### config.mk
export PLATFORM = sky130hd
export DESIGN_NAME = http_chunked_body_decoder
export DESIGN_NICKNAME = d
export VERILOG_FILES = /design/src/rtl/chbd_pkg.sv /design/src/rtl/chbd_front.sv /design/src/rtl/chbd_queue.sv /design/src/rtl/chbd_back.sv /design/src/rtl/http_chunked_body_decoder.sv
export VERILOG_INCLUDE_DIRS = /design/src /design/src/rtl
export SDC_FILE = /design/constraint.sdc
export NUM_CORES = 1
export LEC_CHECK = 0
export BUFFER_PORTS_ARGS = -buffer_cell sky130_fd_sc_hd__buf_2
export CAP_MARGIN = 15
export CELL_PAD_IN_SITES_DETAIL_PLACEMENT = 0
export CELL_PAD_IN_SITES_GLOBAL_PLACEMENT = 1
export CORE_ASPECT_RATIO = 1.4
export CORE_UTILIZATION = 41
export DETAILED_ROUTE_END_ITERATION = 8
export GPL_ROUTABILITY_DRIVEN = 0
export GPL_TIMING_DRIVEN = 0
export PLACE_DENSITY_LB_ADDON = 0.1
export SLEW_MARGIN = 20
export SYNTH_ARGS = -nofsm -noshare
export SYNTH_HDL_FRONTEND = slang
export SYNTH_SLANG_ARGS = --single-unit
### constraint.sdc
create_clock -name clk_i -period 13.6 [get_ports clk_i]
set_clock_uncertainty 0.2 [all_clocks]
set_input_delay 0.68 -clock clk_i [delete_from_list [all_inputs] [get_ports clk_i]]
set_output_delay 0.68 -clock clk_i [all_outputs]
set_load 0.05 [all_outputs]
### src/rtl/http_chunked_body_decoder_macros.svh
// Assertion macros shared by the chunked body decoder
`ifndef HTTP_CHUNKED_BODY_DECODER_MACROS_SVH
`define HTTP_CHUNKED_BODY_DECODER_MACROS_SVH

// Check that a condition implies another in the same cycle
`define CHBD_ASSERT_NOW(lbl, pre, post) \
  lbl: assert property (@(posedge clk_i) disable iff (!rst_ni) (pre) |-> (post)) \
    else $error("chbd: same-cycle check failed");

// Check that a condition implies another in the next cycle
`define CHBD_ASSERT_NEXT(lbl, pre, post) \
  lbl: assert property (@(posedge clk_i) disable iff (!rst_ni) (pre) |=> (post)) \
    else $error("chbd: next-cycle check failed");

`endif

### src/rtl/chbd_pkg.sv
package chbd_pkg;

  // Final status codes as seen on the result channel
  typedef enum logic [1:0] {
    StRunning   = 2'd0,
    StComplete  = 2'd1,
    StMalformed = 2'd2,
    StTooLarge  = 2'd3
  } status_e;

  // Parse phase of the back end
  typedef enum logic {
    PhSize = 1'b0,
    PhData = 1'b1
  } phase_e;

  // Configuration register indexes
  localparam logic CfgBodyLimit  = 1'b0;
  localparam logic CfgLimitCheck = 1'b1;

  localparam int unsigned LimitW  = 48;
  localparam int unsigned AccumW  = 56;
  localparam int unsigned TotalW  = 57;
  localparam int unsigned QDepth  = 2;
  localparam int unsigned QPtrW   = $clog2(QDepth);
  localparam int unsigned QCntW   = $clog2(QDepth + 1);

  // Classified input item passed from front to back
  typedef struct packed {
    logic [7:0] data;
    logic       hex_ok;
    logic [3:0] nibble;
    logic       is_cr;
    logic       is_lf;
  } item_t;

  // Back-end state visible to the top level
  typedef struct packed {
    status_e final_status;
    phase_e  phase;
  } back_stat_t;

endpackage

### src/rtl/chbd_front.sv
module chbd_front import chbd_pkg::*; (
  input  logic       in_valid_i,
  input  logic [7:0] data_byte_i,
  input  logic       q_full_i,
  output logic       in_stall_o,
  output logic       push_o,
  output item_t      item_o
);

  // Classify the raw byte
  always_comb begin
    item_o        = '0;
    item_o.data   = data_byte_i;
    item_o.is_cr  = (data_byte_i == 8'h0D);
    item_o.is_lf  = (data_byte_i == 8'h0A);
    if (data_byte_i inside {[8'h30:8'h39]}) begin
      item_o.hex_ok = 1'b1;
      item_o.nibble = data_byte_i[3:0];
    end else if (data_byte_i inside {[8'h41:8'h46], [8'h61:8'h66]}) begin
      item_o.hex_ok = 1'b1;
      item_o.nibble = data_byte_i[3:0] + 4'd9;
    end
  end

  // Hold off the sender while the queue is full
  assign in_stall_o = q_full_i;
  assign push_o     = in_valid_i && !q_full_i;

endmodule

### src/rtl/chbd_queue.sv
module chbd_queue import chbd_pkg::*; (
  input  logic  clk_i,
  input  logic  rst_ni,
  input  logic  push_i,
  input  item_t item_i,
  input  logic  pop_i,
  output logic  full_o,
  output logic  valid_o,
  output item_t item_o
);

  item_t             mem_q [QDepth];
  logic [QPtrW-1:0]  wr_ptr_q, wr_ptr_d;
  logic [QPtrW-1:0]  rd_ptr_q, rd_ptr_d;
  logic [QCntW-1:0]  cnt_q, cnt_d;

  // Advance pointers and count
  always_comb begin
    wr_ptr_d = wr_ptr_q;
    rd_ptr_d = rd_ptr_q;
    cnt_d    = cnt_q;
    if (push_i) begin
      wr_ptr_d = (wr_ptr_q == QPtrW'(QDepth - 1)) ? '0 : wr_ptr_q + 1'b1;
    end
    if (pop_i) begin
      rd_ptr_d = (rd_ptr_q == QPtrW'(QDepth - 1)) ? '0 : rd_ptr_q + 1'b1;
    end
    if (push_i && !pop_i) begin
      cnt_d = cnt_q + 1'b1;
    end else if (pop_i && !push_i) begin
      cnt_d = cnt_q - 1'b1;
    end
  end

  always_ff @(posedge clk_i or negedge rst_ni) begin
    if (!rst_ni) begin
      wr_ptr_q <= '0;
      rd_ptr_q <= '0;
      cnt_q    <= '0;
    end else begin
      wr_ptr_q <= wr_ptr_d;
      rd_ptr_q <= rd_ptr_d;
      cnt_q    <= cnt_d;
    end
  end

  // Store entries
  always_ff @(posedge clk_i) begin
    if (push_i) begin
      mem_q[wr_ptr_q] <= item_i;
    end
  end

  assign full_o  = (cnt_q == QCntW'(QDepth));
  assign valid_o = (cnt_q != '0);
  assign item_o  = mem_q[rd_ptr_q];

endmodule

### src/rtl/chbd_back.sv
module chbd_back import chbd_pkg::*; #(
  parameter int unsigned MAX_LINE_BYTES = 16
) (
  input  logic              clk_i,
  input  logic              rst_ni,
  input  logic              cfg_we_i,
  input  logic              cfg_index_i,
  input  logic [LimitW-1:0] cfg_data_i,
  input  logic              q_valid_i,
  input  item_t             q_item_i,
  output logic              pop_o,
  output logic              out_valid_o,
  input  logic              out_stall_i,
  output logic [7:0]        payload_byte_o,
  output logic              payload_valid_o,
  output logic [1:0]        status_o,
  output back_stat_t        stat_o
);

  localparam int unsigned LbW = $clog2(MAX_LINE_BYTES + 1);

  logic [LimitW-1:0] body_limit_q;
  logic              limit_check_q;

  phase_e            phase_q, phase_d;
  logic [AccumW-1:0] accum_q, accum_d;
  logic [LbW-1:0]    line_bytes_q, line_bytes_d;
  logic              cr_pend_q, cr_pend_d;
  logic [AccumW-1:0] remain_q, remain_d;
  logic [TotalW-1:0] total_q, total_d;
  status_e           status_q, status_d;

  logic              out_valid_q, out_valid_d;
  logic [7:0]        pay_q, pay_d;
  logic              pay_valid_q, pay_valid_d;

  logic [TotalW:0]   sum_wide;
  logic [TotalW-1:0] sum_sat;
  logic [LbW-1:0]    lb_inc;
  logic [AccumW-1:0] remain_dec;

  // Configuration registers
  always_ff @(posedge clk_i or negedge rst_ni) begin
    if (!rst_ni) begin
      body_limit_q  <= '0;
      limit_check_q <= 1'b1;
    end else if (cfg_we_i) begin
      case (cfg_index_i)
        CfgBodyLimit:  body_limit_q  <= cfg_data_i;
        CfgLimitCheck: limit_check_q <= cfg_data_i[0];
        default:       body_limit_q  <= body_limit_q;
      endcase
    end
  end

  // Take the next item when the result register is free
  assign pop_o = q_valid_i && (!out_valid_q || !out_stall_i);

  // Saturating running total with the current size
  assign sum_wide   = {1'b0, total_q} + {{(TotalW + 1 - AccumW){1'b0}}, accum_q};
  assign sum_sat    = sum_wide[TotalW] ? '1 : sum_wide[TotalW-1:0];
  assign lb_inc     = line_bytes_q + 1'b1;
  assign remain_dec = remain_q - 1'b1;

  // Next parse state
  always_comb begin
    phase_d      = phase_q;
    accum_d      = accum_q;
    line_bytes_d = line_bytes_q;
    cr_pend_d    = cr_pend_q;
    remain_d     = remain_q;
    total_d      = total_q;
    status_d     = status_q;
    if (pop_o && status_q == StRunning) begin
      case (phase_q)
        PhData: begin
          remain_d = remain_dec;
          if (remain_dec == '0) begin
            phase_d      = PhSize;
            accum_d      = '0;
            line_bytes_d = '0;
            cr_pend_d    = 1'b0;
          end
        end
        PhSize: begin
          if (cr_pend_q) begin
            if (!q_item_i.is_lf) begin
              status_d = StMalformed;
            end else begin
              accum_d      = '0;
              line_bytes_d = '0;
              cr_pend_d    = 1'b0;
              // Skip an empty line, else close a size line
              if (line_bytes_q > LbW'(1)) begin
                total_d = sum_sat;
                if (limit_check_q && (sum_sat > {{(TotalW - LimitW){1'b0}}, body_limit_q})) begin
                  status_d = StTooLarge;
                end else if (accum_q == '0) begin
                  status_d = StComplete;
                end else begin
                  remain_d = accum_q;
                  phase_d  = PhData;
                end
              end
            end
          end else begin
            line_bytes_d = lb_inc;
            if (q_item_i.is_cr) begin
              cr_pend_d = 1'b1;
            end else if (q_item_i.hex_ok) begin
              accum_d = (accum_q[AccumW-1 -: 4] != 4'd0) ? '1 :
                        {accum_q[AccumW-5:0], q_item_i.nibble};
            end
            if (!q_item_i.is_cr && !q_item_i.hex_ok) begin
              status_d = StMalformed;
            end else if (lb_inc >= LbW'(MAX_LINE_BYTES)) begin
              status_d = StMalformed;
            end
          end
        end
        default: phase_d = PhSize;
      endcase
    end
  end

  // Result register contents
  always_comb begin
    out_valid_d = out_valid_q && out_stall_i;
    pay_d       = pay_q;
    pay_valid_d = pay_valid_q;
    if (pop_o) begin
      out_valid_d = 1'b1;
      pay_valid_d = (status_q == StRunning) && (phase_q == PhData);
      pay_d       = pay_valid_d ? q_item_i.data : 8'd0;
    end
  end

  always_ff @(posedge clk_i or negedge rst_ni) begin
    if (!rst_ni) begin
      phase_q      <= PhSize;
      accum_q      <= '0;
      line_bytes_q <= '0;
      cr_pend_q    <= 1'b0;
      remain_q     <= '0;
      total_q      <= '0;
      status_q     <= StRunning;
      out_valid_q  <= 1'b0;
    end else begin
      phase_q      <= phase_d;
      accum_q      <= accum_d;
      line_bytes_q <= line_bytes_d;
      cr_pend_q    <= cr_pend_d;
      remain_q     <= remain_d;
      total_q      <= total_d;
      status_q     <= status_d;
      out_valid_q  <= out_valid_d;
    end
  end

  // Hold result payload
  always_ff @(posedge clk_i) begin
    if (pop_o) begin
      pay_q       <= pay_d;
      pay_valid_q <= pay_valid_d;
    end
  end

  logic [1:0] status_out_q;
  always_ff @(posedge clk_i) begin
    if (pop_o) begin
      status_out_q <= status_d;
    end
  end

  assign out_valid_o     = out_valid_q;
  assign payload_byte_o  = pay_q;
  assign payload_valid_o = pay_valid_q;
  assign status_o        = status_out_q;
  assign stat_o          = '{final_status: status_q, phase: phase_q};

endmodule

### src/rtl/http_chunked_body_decoder.sv
// Channel  Direction  Handshake                 Payload
// in       input      in_valid_i / in_stall_o   data_byte_i
// out      output     out_valid_o / out_stall_i payload_byte_o, payload_valid_o, status_o
// cfg      input      cfg_we_i                  cfg_index_i, cfg_data_i
//
// One byte per cycle sustained while out_stall_i is low. A byte's result passes
// through the queue entry, then the parse stage into the result register.
// The size-line parse, total add and limit compare are combinational in the back end.
// Reset is asynchronous, active low; it clears parse state and sets limit_check.
// The two-entry queue takes up to two items while the result side stalls; once it
// is full the input stalls until the back end pops an item.
`include "http_chunked_body_decoder_macros.svh"

module http_chunked_body_decoder import chbd_pkg::*; #(
  parameter int unsigned MAX_LINE_BYTES = 16
) (
  input  logic              clk_i,
  input  logic              rst_ni,
  input  logic              cfg_we_i,
  input  logic              cfg_index_i,
  input  logic [LimitW-1:0] cfg_data_i,
  input  logic              in_valid_i,
  output logic              in_stall_o,
  input  logic [7:0]        data_byte_i,
  output logic              out_valid_o,
  input  logic              out_stall_i,
  output logic [7:0]        payload_byte_o,
  output logic              payload_valid_o,
  output logic [1:0]        status_o
);

  logic       push;
  logic       pop;
  logic       q_full;
  logic       q_valid;
  item_t      push_item;
  item_t      head_item;
  back_stat_t stat;

  chbd_front u_front (
    .in_valid_i  (in_valid_i),
    .data_byte_i (data_byte_i),
    .q_full_i    (q_full),
    .in_stall_o  (in_stall_o),
    .push_o      (push),
    .item_o      (push_item)
  );

  chbd_queue u_queue (
    .clk_i   (clk_i),
    .rst_ni  (rst_ni),
    .push_i  (push),
    .item_i  (push_item),
    .pop_i   (pop),
    .full_o  (q_full),
    .valid_o (q_valid),
    .item_o  (head_item)
  );

  chbd_back #(
    .MAX_LINE_BYTES (MAX_LINE_BYTES)
  ) u_back (
    .clk_i           (clk_i),
    .rst_ni          (rst_ni),
    .cfg_we_i        (cfg_we_i),
    .cfg_index_i     (cfg_index_i),
    .cfg_data_i      (cfg_data_i),
    .q_valid_i       (q_valid),
    .q_item_i        (head_item),
    .pop_o           (pop),
    .out_valid_o     (out_valid_o),
    .out_stall_i     (out_stall_i),
    .payload_byte_o  (payload_byte_o),
    .payload_valid_o (payload_valid_o),
    .status_o        (status_o),
    .stat_o          (stat)
  );

  // A final status never changes once reached
  `CHBD_ASSERT_NEXT(a_status_sticky, stat.final_status != StRunning, $stable(stat.final_status))
  // Payload only goes out while the body is still running
  `CHBD_ASSERT_NOW(a_payload_running, out_valid_o && payload_valid_o, status_o == 2'(StRunning))
  // A non-payload result carries a zero byte
  `CHBD_ASSERT_NOW(a_idle_byte_zero, out_valid_o && !payload_valid_o, payload_byte_o == 8'd0)
  // The back end never pops an empty queue
  `CHBD_ASSERT_NOW(a_no_empty_pop, pop, q_valid)

endmodule
### Word-level counts from Yosys, hierarchy flattened

Memory sizes are Yosys's and may differ from the RTL's.
Index checks and enable logic that the tools add are counted.

* flip-flop bits (word level): 243
* bits in latches: 0
* bits in writable memories: 30
* bits in read-only memories: 0
* bits of input ports: 62
* logic and storage cells: 130
* memories kept: 1

* $add $sub $neg: 8
* multiply operators: 0
* divide/modulo/power cells: 0
* order comparisons: 9
* equal/unequal tests: 12
* shift operators: 0
* muxes and demuxes: 48
* bitwise operators: 2
* reductions and logical operators: 34

Memories
* u_queue.mem_q: depth 2, bits a word 15, rd ports 1, clocked after memory_dff 0, wr ports 1, line chbd_queue.sv:12 `item_t mem_q [QDepth];`

Operators by type and width (count)
* $mux 56: 11
* $pmux 56 s2: 2
* $logic_not 56->1: 2
* $add 57x56->58: 1
* $gt 57x48->1: 1
* $mux 57: 1
* $sub 56x1->56 const B: 1
* $mux 5: 5
* $mux 2: 11
* $eq 8x4->1 const B: 2
* $ge 8x7->1 const B: 2
* $le 8x7->1 const B: 2
* $mux 1: 15
* $logic_and 1x1->1: 12
* $pmux 5 s2: 1
* $reduce_and 5->1: 2
* $ge 8x6->1 const B: 1
* $le 8x6->1 const B: 1
* $logic_not 1->1: 7
* $ne 2x1->1 const B: 3
* $ne 2x2->1 const B: 3
* $reduce_and 2->1: 3
* $reduce_and 6->1: 1
* $reduce_bool 2->1: 3
* other kinds (17): 20

### Logic depth before layout (Yosys ltp)

Gate-level depths: netlist (run 1).

* word-level depth: 10
* depth in mapped cells: 28
* mapped depth without buffers: 26

### Modules after synthesis

From an unflattened synthesis (run 1), not the netlist that was laid out.

* cell total of the unflattened synthesis: 2028
* area, all modules: 18144.9 um^2

Modules (own cells, without submodules)
* chbd_back: times used 1, cells an instance 1928, area an instance 16512.1 um^2
* chbd_queue: times used 1, cells an instance 63, area an instance 1323.8 um^2
* chbd_front: times used 1, cells an instance 37, area an instance 309.0 um^2

### Least setup slack after synthesis (run 1)

No wires, ideal clock.

* path type: reg-to-reg
* start: register u_back.accum_q[31]
* end: register u_back.remain_q[11]
* arrival time: 5468 ps
* data required time: 13296 ps
* setup slack: 7828 ps
* stages on the path, launching flop included: 26
* buffers on the path: 6
* clock period less this slack: 5772 ps
* cells stage by stage: dfrtp_1 > ha_1 > clkbuf_1 > nand4_1 > or4_1 > a31oi_1 > o2111ai_1 > and2_1 > clkbuf_1 > clkbuf_1 > clkbuf_1 > nand2_1 > ha_1 > a211oi_1 > o211ai_1 > a31oi_1 > o2111ai_1 > a311o_1 > o21a_1 > nor3_1 > o2111ai_1 > o21ai_0 > o21ai_1 > clkbuf_1 > buf_1 > a221oi_1

* longest elaborated chain between the ends: 6
* elaborated cells between the ends (all ways): 8
* classes of those cells: add/sub: 1; order compare: 1; eq/ne: 2; mux: 1; reduce/logical: 3

RTL lines
* start: declaration: line chbd_back.sv:26 `logic [AccumW-1:0] accum_q, accum_d;`
* start signal: assignment: line chbd_back.sv:150 `accum_q <= accum_d;`
* $add 57x56->58: line chbd_back.sv:60 `assign sum_wide = {1'b0, total_q} + {{(TotalW + 1 - AccumW){1'b0}}, accum_q};`
* $mux 57: line chbd_back.sv:61 `assign sum_sat = sum_wide[TotalW] ? '1 : sum_wide[TotalW-1:0];`
* net u_back.sum_sat[30]: line chbd_back.sv:38 `logic [TotalW-1:0] sum_sat;`
* $gt 57x48->1: line chbd_back.sv:96 `if (limit_check_q && (sum_sat > {{(TotalW - LimitW){1'b0}}, body_limit_q})) begin`
* $logic_and 1x1->1: line chbd_back.sv:96
* $ne 2x2->1 (no source line)
* $reduce_and 6->1 (no source line)
* end signal: assignment: line chbd_back.sv:153 `remain_q <= remain_d;`
* end: declaration: line chbd_back.sv:29 `logic [AccumW-1:0] remain_q, remain_d;`

The timed path passes the listed nets, and every way through them passes these cells.
A chain may end at the register's enable or synchronous reset.

### Worst setup path in the final report (run 1)

* start: register u_back.accum_q[20]
* end: register u_back.remain_q[18]

Same word-level chain as after synthesis.

==> impl_results.md, run 1 <==
- Status: finished, final reports clean
- CTS tree: yes
- Post-route cell area: 0.0204 sq mm
- Register area: 0.00704 sq mm
- P_leak: 8.66 nW
- Yosys warning total: 0
- Dominant cell type by area after synthesis: dfrtp_1
- Final design utilization: 46.5%
- Initial antenna violation count: 0
- Global route overflow: 0
- Later-pin clock latency in the skew report: 0.61 ns
- Layout cell share with drive strength beyond 1: 9.51%
- Post-synthesis sequential area ratio: 38.7%
- Drt pass-1 iters: 5
- DP HPWL: 47.8 mm
- Crit end category: register
- Crit path buffers/inverters: 6
- Post-Syn Area: 0.0182 sq mm
- Final Hold Viols: 0
- GR Util All Layers: 27.5%
- Unrepaired setup endpoints after global routing: false
- # fillers: 4425
- Syn Inst Count: 2157
- WP data required: 13.84 ns
- Clock transition at path regs: 0.07 ns
- Yosys top cell area share: 31.8%
- Worst slew pin tran: 1.10 ns
- Post-DRT Antenna Nets: 0
- Max Freq: 113 MHz
- Pins Over Slew Limit: 0
- Multi-input gate area: 0.0103 sq mm
- Final WL: 61.9 mm
- Non-Filler Instances: 2851
- Final period utilization: 64.9%
- CTS resizes: 0
- DIE WIDTH: 180 um
- Post-synth top flop: dfrtp_1
- Fin crit period: 8.82 ns
- Hold Crit Class: in2reg
- Core region area: 0.0439 sq mm
- Final setup fails: 0
- ANT cells: 0
- Hold Slack: 0.0700 ns
- Crit Path Max Fanout: 10
- Crit Path Class: reg2reg
- Inserted Clock Buffers: 31
- # IOs: 75
- Port Buffers: 74
- Placed cell count: 2792
- Clk buf depth: 3
- Slowest stage delay, CP: 0.67 ns
- Number of global-route vias before repair: 16500
- Syn_nets: 2333
- Post-synthesis sequential element count: 273
- DR vias/cell: 5.84
- Most common cell in the netlist: nand2_1
- Setup_tns: 0 ns
- Vias: 16700
- H-tree depth: 1
- Rows: 91
- Clock sink count: 273
- MaxCap Viol Count: 0
- Cell family with most CP delay: compound AO/OA/AOI/OAI gates
- Synth cell count leaders: nand2_1 (283), dfrtp_1 (231), nor2_1 (229)
- Worst vdd ir: 0.000103 V
- Root Driver: clkbuf_16
- Asr flop ratio synth: 85.0%
- EDFF count, synth: 41
- Synth area leaders: dfrtp_1 (32%), ha_1 (7.8%), edfxtp_1 (6.8%)
- Initial core utilization: 41.4%
- Nets: 2444
- Type of element launching the critical path: register
- Full die area: 0.0452 sq mm
- Synthesized area per cell: 8.44 sq um
- First-pass GRT wire length: 96.2 mm
- CP max-delay cell: clkbuf_1
- Initial DRC Count: 1162
- Synth-to-Final Area Change: 12.3%
- DR WL/cell: 21.7 um
- Largest net degree at the start of global routing: 89
- CP most frequent cell: clkbuf_1
- PD cells: 173 mW/mm^2
- Max-slew headroom: 26.4%
- Die H: 251 um
- Netlist cell types: 77
- Dpl cell area: 0.0194 sq mm
- DRC viols: 0
- Arr. time, crit path: 9.07 ns
==> registers in the layout, summed over array words and instances, names as in the netlist, 2 cells and up <==
register,cells
u_back.line_bytes_q,5
u_queue.mem_q,30
u_back.payload_byte_o,8
u_back.total_q,57
u_back.accum_q,56
u_queue.cnt_q,2
u_back.body_limit_q,48
u_back.status_o,2
u_back.remain_q,56
u_back.status_q,2
==> area by class of cell <==
cell class / count / share of cell area [%]
inverter: 88 / 1.62
clock buffer: 40 / 4.16
tap: 558 / 3.42
multi-input combinational: 1659 / 50.3
sequential: 273 / 34.4
clock inverter: 18 / 1.10
timing repair buffer: 78 / 2.20
buffer: 137 / 2.78
==> through the flow <==
stage / power (mW) / worst slack (ns)
global route: 3.78 / 4.38
finish: 3.53 / 4.78
global placement: 2.60 / 4.74
detailed placement: 2.64 / 4.80
floorplan: 2.20 / 7.83
CTS: 3.55 / 4.76
==> metal layers <==
metal / wire (um) / global-route usage, % / part of all wire (%) / up-vias
met1: 25200 / 31.9 / 41 / 8019
li1: - / - / - / 8097
met5: 0 / 0 / 0 / -
met3: 2080 / 2.22 / 3.4 / 130
met2: 31800 / 51.0 / 51 / 407
met4: 2880 / 12.7 / 4.7 / 0
==> where the power goes <==
group          switching (mW)  internal [mW]
sequential              0.169           1.04
clock                   0.373          0.519
combinational           0.923          0.510
total                    1.47           2.06
==> repair_timing <==
item                      in CTS  in global routing
setup buffers                  0                  0
hold buffers                   1                  0
hold endpoints to repair      60                  0
==> final timing paths <==
| kind | from | to | slack (ns) | cells past startpoint |
|---|---|---|---|---|
| setup reg to reg | u_back.accum_q[20] | u_back.remain_q[18] | 4.78 | 26 |
| hold reg to reg | u_back.total_q[0] | u_back.total_q[0] | 0.29 | 2 |
| setup / recovery | u_back.accum_q[20] | u_back.remain_q[18] | 4.78 | 26 |
| hold / removal | cfg_data_i[9] | u_back.body_limit_q[9] | 0.07 | 3 |
| min in group asynchronous | rst_ni | u_back.remain_q[45] | 0.40 | 2 |
| max in group asynchronous | rst_ni | u_back.limit_check_q | 11.46 | 4 |
==> logic make-up after synthesis <==
group                      Yosys count  synth area share (%)
DFF                                273                  38.7
AOI/OAI and AO/OA                  605                  21.7
muxes                               35                  1.99
adders and majority gates          114                  7.88
and+or+nand+nor                    841                  21.8
xor gates and xnor gates            64                  3.08
buffers and inverters              225                  4.94
==> placed cells by master (no fill, tap or decap), types with 8 or more instances in the layout <==
master,n
dfrtp_1,231
o21bai_1,12
inv_1,87
nand2b_1,13
nor2_1,228
clkbuf_1,119
mux2_2,9
o21ai_2,40
nor2b_1,13
a221o_1,35
edfxtp_1,41
nor3_1,72
or4_1,18
xor2_1,35
nor4b_1,10
a211oi_1,15
ha_1,113
nor4_1,29
xnor2_1,29
o21a_1,16
a31oi_1,56
a21oi_1,138
or3_1,32
nand2_1,283
nand4_1,45
a21o_1,23
buf_2,80
o211ai_1,15
buf_1,10
nand3_1,47
o2111ai_1,9
or2_2,9
nor3b_1,8
mux2i_1,26
o21ai_0,166
a221oi_1,16
clkbuf_16,31
==> worst register-to-register path, cell delays in order, from the launching register on <==
cell	delay, ns
dfrtp_1	0.46
ha_1	0.31
clkbuf_1	0.18
a21oi_1	0.29
o21ai_0	0.29
a21oi_1	0.32
o21ai_0	0.21
o2111ai_1	0.36
and2_1	0.18
clkbuf_1	0.46
clkbuf_1	0.59
clkbuf_1	0.67
nand2_1	0.25
ha_1	0.37
nand3_1	0.09
o21bai_1	0.16
a21oi_1	0.12
o221ai_1	0.15
a221oi_1	0.53
o21a_1	0.26
nor3_1	0.09
o2111ai_1	0.15
o21ai_0	0.27
o21ai_1	0.31
clkbuf_1	0.52
buf_1	0.65
a221oi_1	0.22
Power figures use the tool's default switching activity.
==> inputs of run 2 (changes only) <==
- clock period: 13.6 -> 8.3 ns (I/O delays scaled with it)
==> run 2 against run 1 <==
- clock power is 64% higher
- count of clock-buffer cells in the layout stayed put
- fmax is 13% higher
- hold slack better by 0.065 ns
- sequential cell count stayed put
- non-clock buffer count is 59 higher
- die area stayed put
- critical endpoint is now u_back.remain_q[11]
- largest power group unchanged
==> impl_results.md, run 2 (same netlist as run 1, synthesis figures left out) <==
- Layout cell share with drive strength beyond 1: 9.52% (+0.017 points)
- Clock sink count: 273 (unchanged)
- Largest net degree at the start of global routing: 89 (unchanged)
- Full die area: 0.0452 sq mm (unchanged)
- Number of global-route vias before repair: 16700 (+1.3%)
- MaxCap Viol Count: 0 (unchanged)
- Pre-CTS setup slack: -0.503 ns (-5.30 ns)
- Hold Slack: 0.135 ns (+0.0649 ns)
- CP Capture Point: u_back.remain_q[11]
- Nets: 2503 (+2.4%)
- Final setup fails: 0 (unchanged)
- Post-DRT Antenna Nets: 0 (unchanged)
- Final Hold Viols: 0 (unchanged)
- GR Util All Layers: 27.7% (+0.24 points)
- Final period utilization: 93.7% (+29 points)
- Arr. time, crit path: 8.03 ns (-1.04 ns)
- DR WL/cell: 21.5 um (-1.2%)
- Inserted Clock Buffers: 31 (unchanged)
- DP HPWL: 47.8 mm (unchanged)
- R2r startpoint: u_back.accum_q[28]
- Type of element launching the critical path: register
- DR vias/cell: 5.81 (-0.48%)
- Final design utilization: 47.9% (+1.4 points)
- Port Buffers: 74 (unchanged)
- DRC viols: 0 (unchanged)
- Fin crit period: 7.78 ns (-1.05 ns)
- Commonest non-fill, non-tap cells in the layout: nand2_1 (283), dfrtp_1 (231), nor2_1 (227), o21ai_0 (165), a21oi_1 (138)
- Global route overflow: 0 (unchanged)
- WP data required: 8.55 ns (-5.29 ns)
- Worst slew pin tran: 1.13 ns (+0.0294 ns)
- Drt pass-1 iters: 6 (+1)
- Initial core utilization: 41.4% (unchanged)
- Reg-to-reg slack, setup: 0.52 ns (-4.25 ns)
- Initial antenna violation count: 0 (unchanged)
- Most common cell after layout, fill and taps aside: nand2_1
- Non-Filler Instances: 2910 (+2.1%)
- Synth-to-Final Area Change: 15.7%
- P_leak: 8.92 nW (+3.0%)
- Crit Path Class: reg2reg
- First-pass GRT wire length: 97.2 mm (+0.97%)
- Post-route cell area: 0.0210 sq mm (+3.0%)
- Reg2reg end: u_back.remain_q[11]
- Worst R2R Path Depth: 23 (-12%)
- Max Freq: 129 MHz (+13%)
- Pins Over Slew Limit: 0 (unchanged)
- Critical Path Source: u_back.accum_q[28]
- Worst vdd ir: 0.000171 V (+67%)
- Later-pin clock latency in the skew report: 0.61 ns (about the same)
- Number of flip-flops in the largest register: 57 (unchanged)
- Die H: 251 um (unchanged)
- Setup_tns: 0 ns (unchanged)
- Clock transition at path regs: 0.07 ns (about the same)
- Crit end category: register
- PD cells: 276 mW/mm^2 (+60%)
- Vias: 16900 (+1.6%)
- Final WL: 62.5 mm (+0.82%)
- Hold Crit Class: in2async
- Rows: 91 (unchanged)
- Largest Register: u_back.total_q
- CTS tree: yes
- DIE WIDTH: 180 um (unchanged)
- Dpl cell area: 0.0194 sq mm (unchanged)
- Status: finished, final reports clean
- Initial DRC Count: 1194 (+2.8%)
- ANT cells: 0 (unchanged)
- Placed cell count: 2792 (unchanged)
- Clk buf depth: 3 (unchanged)
- Largest regs: u_back.total_q: 57 flops, u_back.accum_q: 56 flops, u_back.remain_q: 56 flops
- Root Driver: clkbuf_16
- H-tree depth: 1 (unchanged)
- Setup ws final: 0.523 ns (-4.25 ns)
- Core region area: 0.0439 sq mm (unchanged)
- Max-slew headroom: 24.4% (-2.0 points)
- Crit Path Max Fanout: 10 (unchanged)
- Power, Total: 5.81 mW (+64%)
- # IOs: 75 (unchanged)
- Unrepaired setup endpoints after global routing: false
- Number of setup buffers added after CTS: 0 (unchanged)
-- run 2: cell types whose count changed in the layout (fill, tap and decap cells not counted), sizes merged --
cell	change
clkbuf	-1
dlygate4sd3	+60
-- run 2: worst min-delay path by stage --
stage,from,endpoint,cells past startpoint
finish,rst_ni,u_back.remain_q[45],2
global route,rst_ni,u_back.remain_q[44],2
CTS,rst_ni,u_back.remain_q[45],2
detailed placement,rst_ni,u_back.remain_q[45],1
global placement,u_back.total_q[0],u_back.total_q[0],2
floorplan,rst_ni,u_back.accum_q[0],0
-- run 2: area by class of cell --
type | instances | area [sq um]
buffer | 136 | 571
inverter | 88 | 330
tap | 558 | 698
multi-input combinational | 1659 | 10300
timing repair buffer | 138 | 1050
clock inverter | 18 | 224
fill | 4355 | 22900
clock buffer | 40 | 850
sequential | 273 | 7040
-- run 2: where the power goes --
group | internal, mW | total, mW | switching (mW) | leakage, nW
clock | 0.850 | 1.46 | 0.612 | 0.507
sequential | 1.70 | 1.97 | 0.277 | 3.34
combinational | 0.855 | 2.37 | 1.52 | 5.07
-- run 2: worst max-delay path, stage by stage, from the launching register on --
cell	delay, ns
dfrtp_1	0.58
ha_1	0.30
clkbuf_1	0.19
a21oi_1	0.24
o21ai_0	0.22
a21oi_1	0.30
o21ai_0	0.19
o2111ai_1	0.35
and2_1	0.51
clkbuf_2	0.41
clkbuf_1	0.53
nand2_1	0.13
ha_1	0.33
and4_1	0.32
nand4_1	0.25
a221oi_1	0.53
o21a_1	0.25
nor3_1	0.09
o2111ai_1	0.15
o21ai_1	0.19
o21ai_1	0.26
clkbuf_1	0.49
buf_2	0.41
a221oi_1	0.14
-- run 2: what timing repair did --
action,in CTS,in global routing
gates resized for setup,4,5
hold buffers,61,0
endpoints found under the setup margin,42,49
hold endpoints to repair,127,0
-- run 2: metal layers --
layer / track usage, % / wire length [um] / vias up
met5: 0 / 0 / -
met4: 12.7 / 2960 / 0
met3: 2.23 / 2360 / 139
met2: 51.7 / 32200 / 447
met1: 32.1 / 24900 / 8112
li1: - / - / 8218
